**src/rtl/core/efc_pkg.sv**
```systemverilog
`default_nettype none
package efc_pkg;

	localparam int ENDPOINTS = 8;
	localparam int EP_IDX_W = $clog2(ENDPOINTS);

	localparam logic [1:0] MODE_ENQ   = 2'd0;
	localparam logic [1:0] MODE_DEQ   = 2'd1;
	localparam logic [1:0] MODE_GRANT = 2'd2;

	localparam logic [1:0] REG_CREDIT_SIZE = 2'd0;
	localparam logic [1:0] REG_FLOW_MASK   = 2'd1;
	localparam logic [1:0] REG_DEPTH       = 2'd2;
	localparam logic [1:0] REG_CPM         = 2'd3;

	localparam logic [15:0] CREDIT_SIZE_RST = 16'd1;
	localparam logic [7:0]  FLOW_MASK_RST   = 8'hFF;
	localparam logic [15:0] CNT_MAX         = 16'hFFFF;

	typedef struct packed {
		logic capture;
		logic div_start;
		logic commit;
	} efc_cmd_t;

	typedef struct packed {
		logic need_div;
		logic div_done;
		logic out_free;
	} efc_sts_t;

	typedef struct packed {
		logic [15:0] cnt;
		logic        stopped;
		logic        stop_ev;
		logic        wake_ev;
	} efc_rc_t;

	// queue count step with stop at limit and wake at half limit
	function automatic efc_rc_t efc_recalc(input logic [7:0] lim, input logic [15:0] cnt,
			input logic stopped, input logic up);
		efc_rc_t r;
		r.cnt = cnt;
		r.stopped = stopped;
		r.stop_ev = 1'b0;
		r.wake_ev = 1'b0;
		if (lim != 8'd0) begin
			if (up) begin
				if (cnt != CNT_MAX)
					r.cnt = cnt + 16'd1;
			end else if (cnt != 16'd0) begin
				r.cnt = cnt - 16'd1;
			end
			if (stopped) begin
				if (r.cnt <= {9'd0, lim[7:1]}) begin
					r.stopped = 1'b0;
					r.wake_ev = 1'b1;
				end
			end else if (r.cnt >= {8'd0, lim}) begin
				r.stopped = 1'b1;
				r.stop_ev = 1'b1;
			end
		end
		return r;
	endfunction

endpackage
`default_nettype wire

```
**src/rtl/core/efc_div.sv**
```systemverilog
`default_nettype none
module efc_div import efc_pkg::*; (
	input  wire logic        clk,
	input  wire logic        arst_n,
	input  wire logic        start,
	input  wire logic [15:0] dividend,
	input  wire logic [15:0] divisor,
	output logic             done,
	output logic [15:0]      quot,
	output logic [15:0]      rem
);

	logic        busy_q;
	logic        done_q;
	logic [3:0]  cnt_q;
	logic [15:0] quo_q;
	logic [15:0] rem_q;
	logic [15:0] div_q;
	logic [16:0] shifted;
	logic [16:0] diff;
	logic        bit_ok;

	// one restoring step per cycle
	assign shifted = {rem_q, quo_q[15]};
	assign diff = shifted - {1'b0, div_q};
	assign bit_ok = shifted >= {1'b0, div_q};

	always_ff @(posedge clk or negedge arst_n) begin
		if (!arst_n) begin
			busy_q <= 1'b0;
			done_q <= 1'b0;
			cnt_q <= 4'd0;
		end else begin
			done_q <= 1'b0;
			if (start) begin
				busy_q <= 1'b1;
				cnt_q <= 4'd15;
			end else if (busy_q) begin
				cnt_q <= cnt_q - 4'd1;
				if (cnt_q == 4'd0) begin
					busy_q <= 1'b0;
					done_q <= 1'b1;
				end
			end
		end
	end

	always_ff @(posedge clk) begin
		if (start) begin
			quo_q <= dividend;
			rem_q <= 16'd0;
			div_q <= divisor;
		end else if (busy_q) begin
			quo_q <= {quo_q[14:0], bit_ok};
			rem_q <= bit_ok ? diff[15:0] : shifted[15:0];
		end
	end

	assign done = done_q;
	assign quot = quo_q;
	assign rem = rem_q;

endmodule
`default_nettype wire

```
**src/rtl/core/efc_ctrl.sv**
```systemverilog
`default_nettype none
module efc_ctrl import efc_pkg::*; (
	input  wire logic clk,
	input  wire logic arst_n,
	input  wire logic in_valid,
	output logic      in_ready,
	input  efc_sts_t  sts,
	output efc_cmd_t  cmd
);

	localparam logic [1:0] ST_IDLE = 2'd0;
	localparam logic [1:0] ST_DISP = 2'd1;
	localparam logic [1:0] ST_WAIT = 2'd2;
	localparam logic [1:0] ST_EXEC = 2'd3;

	logic [1:0] state_q;
	logic [1:0] state_d;

	always_comb begin
		state_d = state_q;
		cmd = '0;
		in_ready = 1'b0;
		unique case (state_q)
			ST_IDLE: begin
				in_ready = 1'b1;
				if (in_valid) begin
					cmd.capture = 1'b1;
					state_d = ST_DISP;
				end
			end
			ST_DISP: begin
				if (sts.need_div) begin
					cmd.div_start = 1'b1;
					state_d = ST_WAIT;
				end else begin
					state_d = ST_EXEC;
				end
			end
			ST_WAIT: begin
				if (sts.div_done)
					state_d = ST_EXEC;
			end
			ST_EXEC: begin
				// hold until the output register can take the result
				if (sts.out_free) begin
					cmd.commit = 1'b1;
					state_d = ST_IDLE;
				end
			end
			default: state_d = ST_IDLE;
		endcase
	end

	always_ff @(posedge clk or negedge arst_n) begin
		if (!arst_n)
			state_q <= ST_IDLE;
		else
			state_q <= state_d;
	end

	a_div_to_exec: assert property (@(posedge clk) disable iff (!arst_n)
		(state_q == ST_WAIT) && sts.div_done |=> (state_q == ST_EXEC))
		else $error("divider result not consumed");

	a_commit_free: assert property (@(posedge clk) disable iff (!arst_n)
		cmd.commit |-> sts.out_free)
		else $error("commit while output register is full");

	a_one_in_flight: assert property (@(posedge clk) disable iff (!arst_n)
		in_valid && in_ready |=> !in_ready)
		else $error("second transaction taken while one is in work");

	a_start_dispatch: assert property (@(posedge clk) disable iff (!arst_n)
		cmd.div_start |-> $past(cmd.capture))
		else $error("divide started without a fresh transaction");

endmodule
`default_nettype wire

```
**src/rtl/core/efc_dp.sv**
```systemverilog
`default_nettype none
module efc_dp import efc_pkg::*; (
	input  wire logic        clk,
	input  wire logic        arst_n,
	input  efc_cmd_t         cmd,
	output efc_sts_t         sts,
	input  wire logic        cfg_wr_en,
	input  wire logic [1:0]  cfg_index,
	input  wire logic [63:0] cfg_data,
	input  wire logic [1:0]  mode,
	input  wire logic [2:0]  endpoint,
	input  wire logic        head_valid,
	input  wire logic [15:0] packet_length,
	input  wire logic        resources_available,
	input  wire logic [7:0]  credit_amount,
	output logic             out_valid,
	input  wire logic        out_ready,
	output logic             granted,
	output logic [15:0]      charged_credits,
	output logic [7:0]       sequence_number,
	output logic             need_credit_update,
	output logic             queue_stopped,
	output logic             stop_event,
	output logic             wake_event,
	output logic             kick_sender
);

	localparam logic [3:0] EP_COUNT = 4'(ENDPOINTS);

	logic [15:0] credit_size_q;
	logic [7:0]  flow_mask_q;
	logic [63:0] depth_q;
	logic [63:0] cpm_q;

	logic [15:0] credit_q [ENDPOINTS];
	logic [15:0] qcnt_q   [ENDPOINTS];
	logic        stop_q   [ENDPOINTS];
	logic [7:0]  seq_q    [ENDPOINTS];

	logic [1:0]  mode_q;
	logic [2:0]  ep_q;
	logic        head_q;
	logic [15:0] len_q;
	logic        res_q;
	logic [7:0]  amount_q;

	logic        out_valid_q;
	logic        granted_q;
	logic [15:0] used_q;
	logic [7:0]  seqno_q;
	logic        ncu_q;
	logic        stopped_q;
	logic        stop_ev_q;
	logic        wake_ev_q;
	logic        kick_q;

	logic [EP_IDX_W-1:0] idx;
	logic        oor;
	logic        flow;
	logic [7:0]  lim;
	logic [7:0]  cpm;
	logic [15:0] divisor;
	logic        div_done;
	logic [15:0] quot;
	logic [15:0] rem;
	logic [15:0] q_adj;
	logic [15:0] need;
	logic [16:0] cred_sum;
	efc_rc_t     rc_a;
	efc_rc_t     rc_b;
	efc_rc_t     rc_fin;
	logic        g;
	logic [15:0] cred_new;
	logic [15:0] used_d;
	logic        ncu_d;
	logic        kick_d;

	assign idx = ep_q[EP_IDX_W-1:0];
	assign oor = {1'b0, ep_q} >= EP_COUNT;
	assign flow = flow_mask_q[ep_q];
	assign lim = depth_q[ep_q*8 +: 8];
	assign cpm = cpm_q[ep_q*8 +: 8];
	assign divisor = (credit_size_q == 16'd0) ? 16'd1 : credit_size_q;

	efc_div u_div (
		.clk      (clk),
		.arst_n   (arst_n),
		.start    (cmd.div_start),
		.dividend (len_q),
		.divisor  (divisor),
		.done     (div_done),
		.quot     (quot),
		.rem      (rem)
	);

	// ceiling of length over credit size, at least one credit
	assign q_adj = quot + {15'd0, rem != 16'd0};
	assign need = (q_adj == 16'd0) ? 16'd1 : q_adj;
	assign cred_sum = {1'b0, credit_q[idx]} + {9'd0, amount_q};

	assign sts.need_div = !oor && (mode_q == MODE_DEQ) && flow && head_q;
	assign sts.div_done = div_done;
	assign sts.out_free = !out_valid_q || out_ready;

	always_comb begin
		rc_a = efc_recalc(lim, qcnt_q[idx], stop_q[idx], 1'b0);
		rc_b = efc_recalc(lim, rc_a.cnt, rc_a.stopped, 1'b1);
		rc_fin = '{cnt: qcnt_q[idx], stopped: stop_q[idx], stop_ev: 1'b0, wake_ev: 1'b0};
		g = 1'b0;
		cred_new = credit_q[idx];
		used_d = 16'd0;
		ncu_d = 1'b0;
		kick_d = 1'b0;
		unique case (mode_q)
			MODE_ENQ: rc_fin = efc_recalc(lim, qcnt_q[idx], stop_q[idx], 1'b1);
			MODE_DEQ: begin
				if (flow) begin
					if (head_q) begin
						if (idx == '0) begin
							g = 1'b1;
							rc_fin = rc_a;
						end else if (credit_q[idx] < need) begin
							// short on credits: requeue, events of both steps show
							rc_fin.cnt = rc_b.cnt;
							rc_fin.stopped = rc_b.stopped;
							rc_fin.stop_ev = rc_a.stop_ev | rc_b.stop_ev;
							rc_fin.wake_ev = rc_a.wake_ev | rc_b.wake_ev;
						end else begin
							g = 1'b1;
							rc_fin = rc_a;
							cred_new = credit_q[idx] - need;
							used_d = need;
						end
						ncu_d = g && (cred_new < {8'd0, cpm});
					end
				end else if (res_q && head_q) begin
					g = 1'b1;
					rc_fin = rc_a;
				end
			end
			MODE_GRANT: begin
				cred_new = cred_sum[16] ? CNT_MAX : cred_sum[15:0];
				kick_d = (cred_new != 16'd0) && head_q;
			end
			default: ;
		endcase
	end

	always_ff @(posedge clk or negedge arst_n) begin
		if (!arst_n) begin
			credit_size_q <= CREDIT_SIZE_RST;
			flow_mask_q <= FLOW_MASK_RST;
			depth_q <= 64'd0;
			cpm_q <= 64'd0;
		end else if (cfg_wr_en) begin
			unique case (cfg_index)
				REG_CREDIT_SIZE: credit_size_q <= cfg_data[15:0];
				REG_FLOW_MASK:   flow_mask_q <= cfg_data[7:0];
				REG_DEPTH:       depth_q <= cfg_data;
				REG_CPM:         cpm_q <= cfg_data;
				default: ;
			endcase
		end
	end

	always_ff @(posedge clk or negedge arst_n) begin
		if (!arst_n) begin
			for (int i = 0; i < ENDPOINTS; i++) begin
				credit_q[i] <= 16'd0;
				qcnt_q[i] <= 16'd0;
				stop_q[i] <= 1'b0;
				seq_q[i] <= 8'd0;
			end
		end else if (cmd.commit && !oor) begin
			credit_q[idx] <= cred_new;
			qcnt_q[idx] <= rc_fin.cnt;
			stop_q[idx] <= rc_fin.stopped;
			if (g)
				seq_q[idx] <= seq_q[idx] + 8'd1;
		end
	end

	always_ff @(posedge clk) begin
		if (cmd.capture) begin
			mode_q <= mode;
			ep_q <= endpoint;
			head_q <= head_valid;
			len_q <= packet_length;
			res_q <= resources_available;
			amount_q <= credit_amount;
		end
	end

	always_ff @(posedge clk or negedge arst_n) begin
		if (!arst_n)
			out_valid_q <= 1'b0;
		else if (cmd.commit)
			out_valid_q <= 1'b1;
		else if (out_ready)
			out_valid_q <= 1'b0;
	end

	always_ff @(posedge clk) begin
		if (cmd.commit) begin
			granted_q <= g && !oor;
			used_q <= oor ? 16'd0 : used_d;
			seqno_q <= (g && !oor) ? seq_q[idx] : 8'd0;
			ncu_q <= ncu_d && !oor;
			stopped_q <= rc_fin.stopped && !oor;
			stop_ev_q <= rc_fin.stop_ev && !oor;
			wake_ev_q <= rc_fin.wake_ev && !oor;
			kick_q <= kick_d && !oor;
		end
	end

	assign out_valid = out_valid_q;
	assign granted = granted_q;
	assign charged_credits = used_q;
	assign sequence_number = seqno_q;
	assign need_credit_update = ncu_q;
	assign queue_stopped = stopped_q;
	assign stop_event = stop_ev_q;
	assign wake_event = wake_ev_q;
	assign kick_sender = kick_q;

endmodule
`default_nettype wire

```
**src/rtl/core/endpoint_credit_flow_control.sv**
```systemverilog
// one transaction in work at a time; after acceptance it passes the dispatch state, then the
// execute state commits the result to the output register once that register is free, and a
// credit-mode dequeue with a valid head waits between them for the 16-step serial divider
// next transaction is accepted the cycle after the result is committed to the output register
// arst_n clears all per-endpoint counters, flags and sequence numbers at once and loads
// register defaults: credit size 1, all endpoints in credit flow, no depth tracking
`default_nettype none
module endpoint_credit_flow_control import efc_pkg::*; (
	input  wire logic        clk,
	input  wire logic        arst_n,
	input  wire logic        cfg_wr_en,
	input  wire logic [1:0]  cfg_index,
	input  wire logic [63:0] cfg_data,
	input  wire logic        in_valid,
	output logic             in_ready,
	input  wire logic [1:0]  mode,
	input  wire logic [2:0]  endpoint,
	input  wire logic        head_valid,
	input  wire logic [15:0] packet_length,
	input  wire logic        resources_available,
	input  wire logic [7:0]  credit_amount,
	output logic             out_valid,
	input  wire logic        out_ready,
	output logic             granted,
	output logic [15:0]      charged_credits,
	output logic [7:0]       sequence_number,
	output logic             need_credit_update,
	output logic             queue_stopped,
	output logic             stop_event,
	output logic             wake_event,
	output logic             kick_sender
);

	efc_cmd_t cmd;
	efc_sts_t sts;

	efc_ctrl u_ctrl (
		.clk      (clk),
		.arst_n   (arst_n),
		.in_valid (in_valid),
		.in_ready (in_ready),
		.sts      (sts),
		.cmd      (cmd)
	);

	efc_dp u_dp (
		.clk                 (clk),
		.arst_n              (arst_n),
		.cmd                 (cmd),
		.sts                 (sts),
		.cfg_wr_en           (cfg_wr_en),
		.cfg_index           (cfg_index),
		.cfg_data            (cfg_data),
		.mode                (mode),
		.endpoint            (endpoint),
		.head_valid          (head_valid),
		.packet_length       (packet_length),
		.resources_available (resources_available),
		.credit_amount       (credit_amount),
		.out_valid           (out_valid),
		.out_ready           (out_ready),
		.granted             (granted),
		.charged_credits     (charged_credits),
		.sequence_number     (sequence_number),
		.need_credit_update  (need_credit_update),
		.queue_stopped       (queue_stopped),
		.stop_event          (stop_event),
		.wake_event          (wake_event),
		.kick_sender         (kick_sender)
	);

endmodule
`default_nettype wire

```
**config.mk**
```make
export PLATFORM = sky130hd
export DESIGN_NAME = endpoint_credit_flow_control
export DESIGN_NICKNAME = d
export VERILOG_FILES = /design/src/rtl/core/efc_pkg.sv /design/src/rtl/core/efc_div.sv /design/src/rtl/core/efc_ctrl.sv /design/src/rtl/core/efc_dp.sv /design/src/rtl/core/endpoint_credit_flow_control.sv
export SDC_FILE = /design/constraint.sdc
export NUM_CORES = 1
export LEC_CHECK = 0
export ABC_AREA = 1
export BUFFER_PORTS_ARGS = -buffer_cell sky130_fd_sc_hd__buf_2
export CAP_MARGIN = 40
export CORE_MARGIN = 2
export CORE_UTILIZATION = 25
export CTS_CLUSTER_DIAMETER = 30
export DETAILED_ROUTE_END_ITERATION = 12
export PLACE_DENSITY = 0.39
export SYNTH_ARGS = -nofsm -noshare
export SYNTH_HDL_FRONTEND = slang
export SYNTH_SLANG_ARGS = --single-unit
export TNS_END_PERCENT = 50
```
**constraint.sdc**
```tcl
create_clock -name clk -period 14.4 [get_ports clk]
set_input_delay 2.88 -clock clk [delete_from_list [all_inputs] [get_ports clk]]
set_output_delay 2.88 -clock clk [all_outputs]
set_load 0.05 [all_outputs]
```
==> flow_summary.yaml, run 1 <==
timing:
  fin_crit_sh: 0.530
  hold_violations: 0
  skew_ns: 0.0677
  fin_hold_ws_ns: 0.473
  max-slew-margin-rel: 0.374
  setup_viol: 0
  setup-tns-final_ns: 0
  fin_crit_ns: 7.63
  worst_pin_slew_ns: 0.938
  fmax_ghz: 0.131
  report.final.slew_viol_count: 0
  rsz0062_at_grt: "no"
drt:
  final_antenna_net_count: 0
  dr.pass1.iters: 5
  drc: 0
  initialDrtViolationCount: 2462
  viasPerCell: 4.66
  wl_per_cell_um: 20.4
  wirelength_um: 129000
  vias: 29544
synthesis:
  synthFlopType: "dfrtp_1"
  netlist_area_um2: 33000
  ys_seq_elements: 598
  syn_inst: 4246
  yosysWarnings: 0
  async_flop_share: 0.818
  synth_area_per_cell_um2: 7.77
  synth-edff-count: 93
  synth.distinct_cells: 60
  synth_nets: 4458
  seq_area_frac_synth: 0.466
critical_path:
  worstPathMaxFanout: 50
  worstPathArrival_ns: 8.14
  critPathMostFrequentCell: "nand2_1"
  endpoint_kind: "flop"
  crit_path_start: "u_dp.ep_q[0]"
  critPathRequiredTime_ns: 14.91
  cpMaxStageDelayCell: "clkinv_2"
  startpoint_type: "flop"
  critPathKind: "reg2reg"
  max_stage_delay_ns: 0.73
  r2r_start: "u_dp.ep_q[0]"
finish:
  area_growth_pct: 27.1
  nFillCells: 14147
  fin_cells: 6341
  final_layout_size_suffix_gt1_frac: 0.136
  design_area_um2: 41900
  fin_nets: 4643
pwr:
  power.density_nw_per_um2: 239
  leakagePower_nw: 19.9
  total_power_mw: 10.0
  vdd.ir_drop.worst_v: 0.000106
die:
  die_x_um: 367
  coreArea_um2: 131000
  dieHeight_um: 367
  die-area_um2: 135000
  num_rows: 133
  start_util: 0.251
  ios: 134
clock_tree:
  h-tree-depth: 4
  clk_path_buf_depth: 3
  clock_latency_ns: 0.81
  numClockSinks: 598
  post_cts_resized: 0
  cts_setup_buffers: 0
  cts_hold_buf: 0
  root_buffer: "clkbuf_16"
  cts_buffers: 183
  cts_tree: "done"
  cts.clk_slew.worst_paths_ns: 0.05
global_route:
  grtUsageTotal: 0.191
  antenna_found_initial: 6
  grt_pass1_wl_um: 195000
  gr-total-overflow: 0
  grt_pass1_vias: 29555
  grt_max_degree: 148
run:
  max_cap_viol_count: 0
placed_design:
  place_area_um2: 35700
  dp.final_hpwl_um: 87800
  gp_congestion: 0.891
  dp.cells: 6001
  port_buffers: 133
hold_path:
  min_from: "u_dp.qcnt_q[91]"
  min_path_type: "reg2reg"
status:
  outcome: "complete, no violations"
## area by class of cell
| type | instances | area, um^2 | area share |
|---|---|---|---|
| Clock buffer | 262 | 5250 | 0.125 |
| Multi-Input combinational cell | 2965 | 15000 | 0.359 |
| Sequential cell | 598 | 15400 | 0.367 |
| Timing Repair Buffer | 200 | 1310 | 0.0312 |
| Inverter | 483 | 1810 | 0.0433 |
| Clock inverter | 75 | 942 | 0.0225 |
| Tap cell | 1755 | 2200 | 0.0524 |
| Antenna cell | 3 | 7.51 | 0.000179 |
## path summary, 6_finish.rpt
kind / endpoint / slack (ns) / cells after the start
worst max-delay path: u_dp.queue_stopped / 6.77 / 40
worst min-delay path: u_dp.qcnt_q[91] / 0.47 / 2
worst max register to register: u_dp.queue_stopped / 6.77 / 40
worst min register to register: u_dp.qcnt_q[91] / 0.47 / 2
max in group asynchronous: u_dp.qcnt_q[63] / 10.34 / 3
min in group asynchronous: u_dp.seq_q[60] / 2.09 / 1
## report_power, final
group | leakage (nW) | switching [mW] | internal [mW]
clock network | 3.00 | 1.23 | 2.68
registers | 7.15 | 0.270 | 2.23
logic | 9.80 | 2.51 | 1.09
## cells in the final DEF, fill, tap and decap left out, drive strengths merged, types with 4 or more instances in the layout
cell type	synthesis	routed
a21boi	4	4
a21o	9	9
a21oi	117	117
a221oi	44	44
a22o	40	40
a22oi	14	14
a31oi	15	15
buf	55	200
bufinv	0	9
clkbuf	145	262
clkinv	8	63
clkinvlp	0	9
dfrtp	480	480
dfstp	9	9
dfxtp	16	16
edfxtp	93	93
ha	107	107
inv	475	477
nand2	1412	1412
nand3	172	172
nand4	47	47
nor2	218	218
nor3	24	24
nor4	17	17
o211ai	33	33
o21a	6	6
o21ai	543	543
o21bai	10	10
o221ai	6	6
o22ai	32	32
o31ai	7	7
or2	8	8
xnor2	12	12
xor2	48	48
## flip-flops by register name (all words and copies together) (netlist names), 16 cells and up
register and count:
u_dp.cpm_q 64, u_dp.credit_size_q 16, u_dp.len_q 16, u_dp.u_div.quot 16
u_dp.qcnt_q 128, u_dp.charged_credits 16, u_dp.credit_q 128, u_dp.depth_q 64
u_dp.seq_q 64, u_dp.u_div.rem 16, u_dp.u_div.div_q 16
## stage by stage
step / util / setup WS (ns)
4_1_cts: 0.320 / 6.75
3_5_place_dp: 0.272 / 6.81
6_report: 0.320 / 6.77
5_1_grt: 0.320 / 5.90
2_1_floorplan: - / 9.08
3_3_place_gp: 0.271 / 6.83
## Yosys cell counts, types with 24 or more instances
cell / number / area share
o21ai_0: 467 / 0.071
buf_2: 27 / 0.0041
nor3_1: 24 / 0.0036
clkbuf_1: 145 / 0.017
o22ai_1: 32 / 0.0061
xor2_1: 48 / 0.013
inv_2: 31 / 0.0035
inv_1: 444 / 0.051
o21ai_1: 76 / 0.012
ha_1: 107 / 0.041
nor2_1: 187 / 0.021
nand4_1: 47 / 0.0089
a22o_1: 40 / 0.011
a221oi_1: 44 / 0.012
o211ai_1: 31 / 0.0071
nand3_1: 158 / 0.024
nand2_1: 1393 / 0.16
a21oi_1: 116 / 0.018
dfrtp_1: 480 / 0.36
edfxtp_1: 93 / 0.085
## layer usage
metal	track usage	up-vias	share of wire
li1	-	14372	-
met1	0.282	14154	0.50
met2	0.282	839	0.42
met3	0.0326	179	0.053
met4	0.0587	0	0.023
met5	0	-	0
## kinds of logic (layout without fill, tap and decap cells)
family / count (synthesis) / in the layout / synth area share
xor+xnor: 60 / 60 / 0.0159
buf+inv: 683 / 1020 / 0.0812
other cells: 0 / 3 / 0
compound gates: 891 / 891 / 0.155
flops: 598 / 598 / 0.466
simple gates: 1904 / 1904 / 0.239
fa+ha+maj: 110 / 110 / 0.0424
## critical path, delay by kind of cell (launching register included)
kind	cells	cell delay, ns
AOI/OAI and AO/OA	4	0.46
and+or+nand+nor	26	3.05
xor gates and xnor gates	1	0.37
adders and majority gates	2	0.54
DFF	1	0.32
buffers and inverters	7	2.55
No activity file was read; power rests on OpenSTA's default activity.
==> inputs of run 2 (changes only) <==
- clock period: 14.4 -> 7.69 ns (I/O delays scaled with it)
==> run 2 against run 1 <==
  * Clock power up 92%
  * Worst hold slack worse by 0.011 ns
  * Non-clock buffer count up 27
  * Clock skew up 0.017 ns
  * Cell area up 0.80%
  * Utilization up 0.25 points
  * Flip-flop and latch count unchanged
  * Via count up 0.77%
  * Die area unchanged
  * Global-route usage down 0.25 points
  * Highest routed layer unchanged
  * First-iteration DRC count up 8.5%
==> flow_summary.yaml, run 2 (synthesis gave the netlist of run 1 again) <==
status:
  outcome: "complete, no violations"
critical_path:
  rr_worst_depth: 33
  rr_endpoint: "u_dp.need_credit_update"
  max_stage_delay_ns: 0.55
  startpoint_type: "flop"
  worstPathMaxFanout: 19
  endpoint_kind: "flop"
  worstPathArrival_ns: 7.46
  critPathKind: "reg2reg"
  r2r_start: "u_dp.u_div.rem[7]"
  reg2reg_slack_ns: 0.88
  cpMaxStageDelayCell: "clkinv_1"
  critPathMostFrequentCell: "nand2_1"
  critPathRequiredTime_ns: 8.34
die:
  num_rows: 133
  die_x_um: 367
  dieHeight_um: 367
  coreArea_um2: 131000
  start_util: 0.251
  ios: 134
  die-area_um2: 135000
pwr:
  power.density_nw_per_um2: 447
  vdd.ir_drop.worst_v: 0.000181
  leakagePower_nw: 20.1
  total_power_mw: 18.9
hold_path:
  min_path_type: "reg2reg"
  hold_end: "u_dp.u_div.div_q[2]"
  min_from: "u_dp.credit_size_q[2]"
  hold_depth: 0
placed_design:
  gp_congestion: 0.884
  port_buffers: 133
  place_ws_ns: 0.813
  dp.final_hpwl_um: 87900
  place_area_um2: 35900
drt:
  viasPerCell: 4.68
  wirelength_um: 128000
  drc: 0
  vias: 29772
  final_antenna_net_count: 0
  wl_per_cell_um: 20.1
  dr.pass1.iters: 6
  initialDrtViolationCount: 2672
timing:
  max-slew-margin-rel: 0.376
  fmax_ghz: 0.147
  worst_slack_ns: 0.881
  hold_violations: 0
  fin_crit_sh: 0.885
  fin_crit_ns: 6.81
  worst_pin_slew_ns: 0.926
  rsz0062_at_grt: "no"
  setup_viol: 0
  report.final.slew_viol_count: 0
  skew_ns: 0.0850
  setup-tns-final_ns: 0
clock_tree:
  h-tree-depth: 4
  post_cts_resized: 0
  clk_path_buf_depth: 3
  cts_tree: "done"
  root_buffer: "clkbuf_16"
  cts_buffers: 177
  cts_setup_buffers: 0
  numClockSinks: 598
  cts_hold_buf: 0
  clock_latency_ns: 0.82
  cts.clk_slew.worst_paths_ns: 0.04
finish:
  final_cell_mix: "nand2_1 (1392), dfrtp_1 (480), o21ai_0 (467)"
  multiInputGateArea_um2: 15000
  design_area_um2: 42200
  seq_area_um2: 15400
  final_common_cell: "nand2_1"
  area_growth_pct: 28.1
  final_layout_size_suffix_gt1_frac: 0.142
  fin_nets: 4664
  reg.largest.list: "u_dp.credit_q x128, u_dp.qcnt_q x128"
  nFillCells: 14132
global_route:
  grt_pass1_wl_um: 192000
  grt_pass1_vias: 29308
  grt_max_degree: 109
  grtUsageTotal: 0.189
  gr-total-overflow: 0
  antenna_found_initial: 12
run:
  max_cap_viol_count: 0
[run 2: cell types whose count changed in the layout (fill, tap and decap cells not counted), sizes merged]
cell,before,now
buf,200,227
clkinv,63,62
bufinv,9,15
clkbuf,262,257
diode,3,1
inv,477,474
[run 2: metrics by stage]
stage | utilization | hold WS [ns] | instances
floorplan | - | 0.449 | 4246
global placement | 0.273 | 0.463 | 6014
detailed placement | 0.274 | 0.466 | 6027
CTS | 0.322 | 0.462 | 6361
global route | 0.322 | 0.482 | 6362
finish | 0.322 | 0.462 | 6363
[run 2: worst max path at each step]
stage | slack [ns] | startpoint | cells after the start | endpoint
floorplan | 2.37 | u_dp.u_div.rem[7] | 34 | u_dp.need_credit_update
finish | 0.88 | u_dp.u_div.rem[7] | 33 | u_dp.need_credit_update
detailed placement | 0.81 | u_dp.u_div.rem[0] | 33 | u_dp.need_credit_update
global route | 0.07 | u_dp.u_div.rem[7] | 33 | u_dp.need_credit_update
global placement | 1.01 | u_dp.u_div.rem[0] | 33 | u_dp.need_credit_update
CTS | 0.75 | u_dp.u_div.rem[0] | 33 | u_dp.need_credit_update
[run 2: worst max-delay path, delay by kind of cell (launching register included)]
kind / cells / cell delay, ns
compound gates: 6 / 1.11
xor+xnor: 1 / 0.29
fa+ha+maj: 4 / 1.03
buf+inv: 4 / 0.76
flops: 1 / 0.39
simple gates: 18 / 3.08
[run 2: area by class of cell]
class                   instances  share of cell area
clock buffers                 257               0.123
inverters                     483              0.0429
diodes                          1           0.0000592
clock inverters                77              0.0269
flip-flops and latches        598               0.364
repair buffers                227              0.0360
well taps                    1755              0.0520
multi-input cells            2965               0.356
[run 2: where the power goes]
| part | internal (mW) | switching [mW] |
|---|---|---|
| registers | 4.17 | 0.466 |
| logic | 2.11 | 4.69 |
| clock network | 5.17 | 2.29 |
[run 2: metal layers]
| layer | GRT usage | vias up | wire length [um] |
|---|---|---|---|
| li1 | - | 14411 | - |
| met1 | 0.277 | 14316 | 62800 |
| met2 | 0.283 | 870 | 55200 |
| met3 | 0.0329 | 175 | 7240 |
| met4 | 0.0508 | 0 | 2510 |
| met5 | 0 | - | 0 |
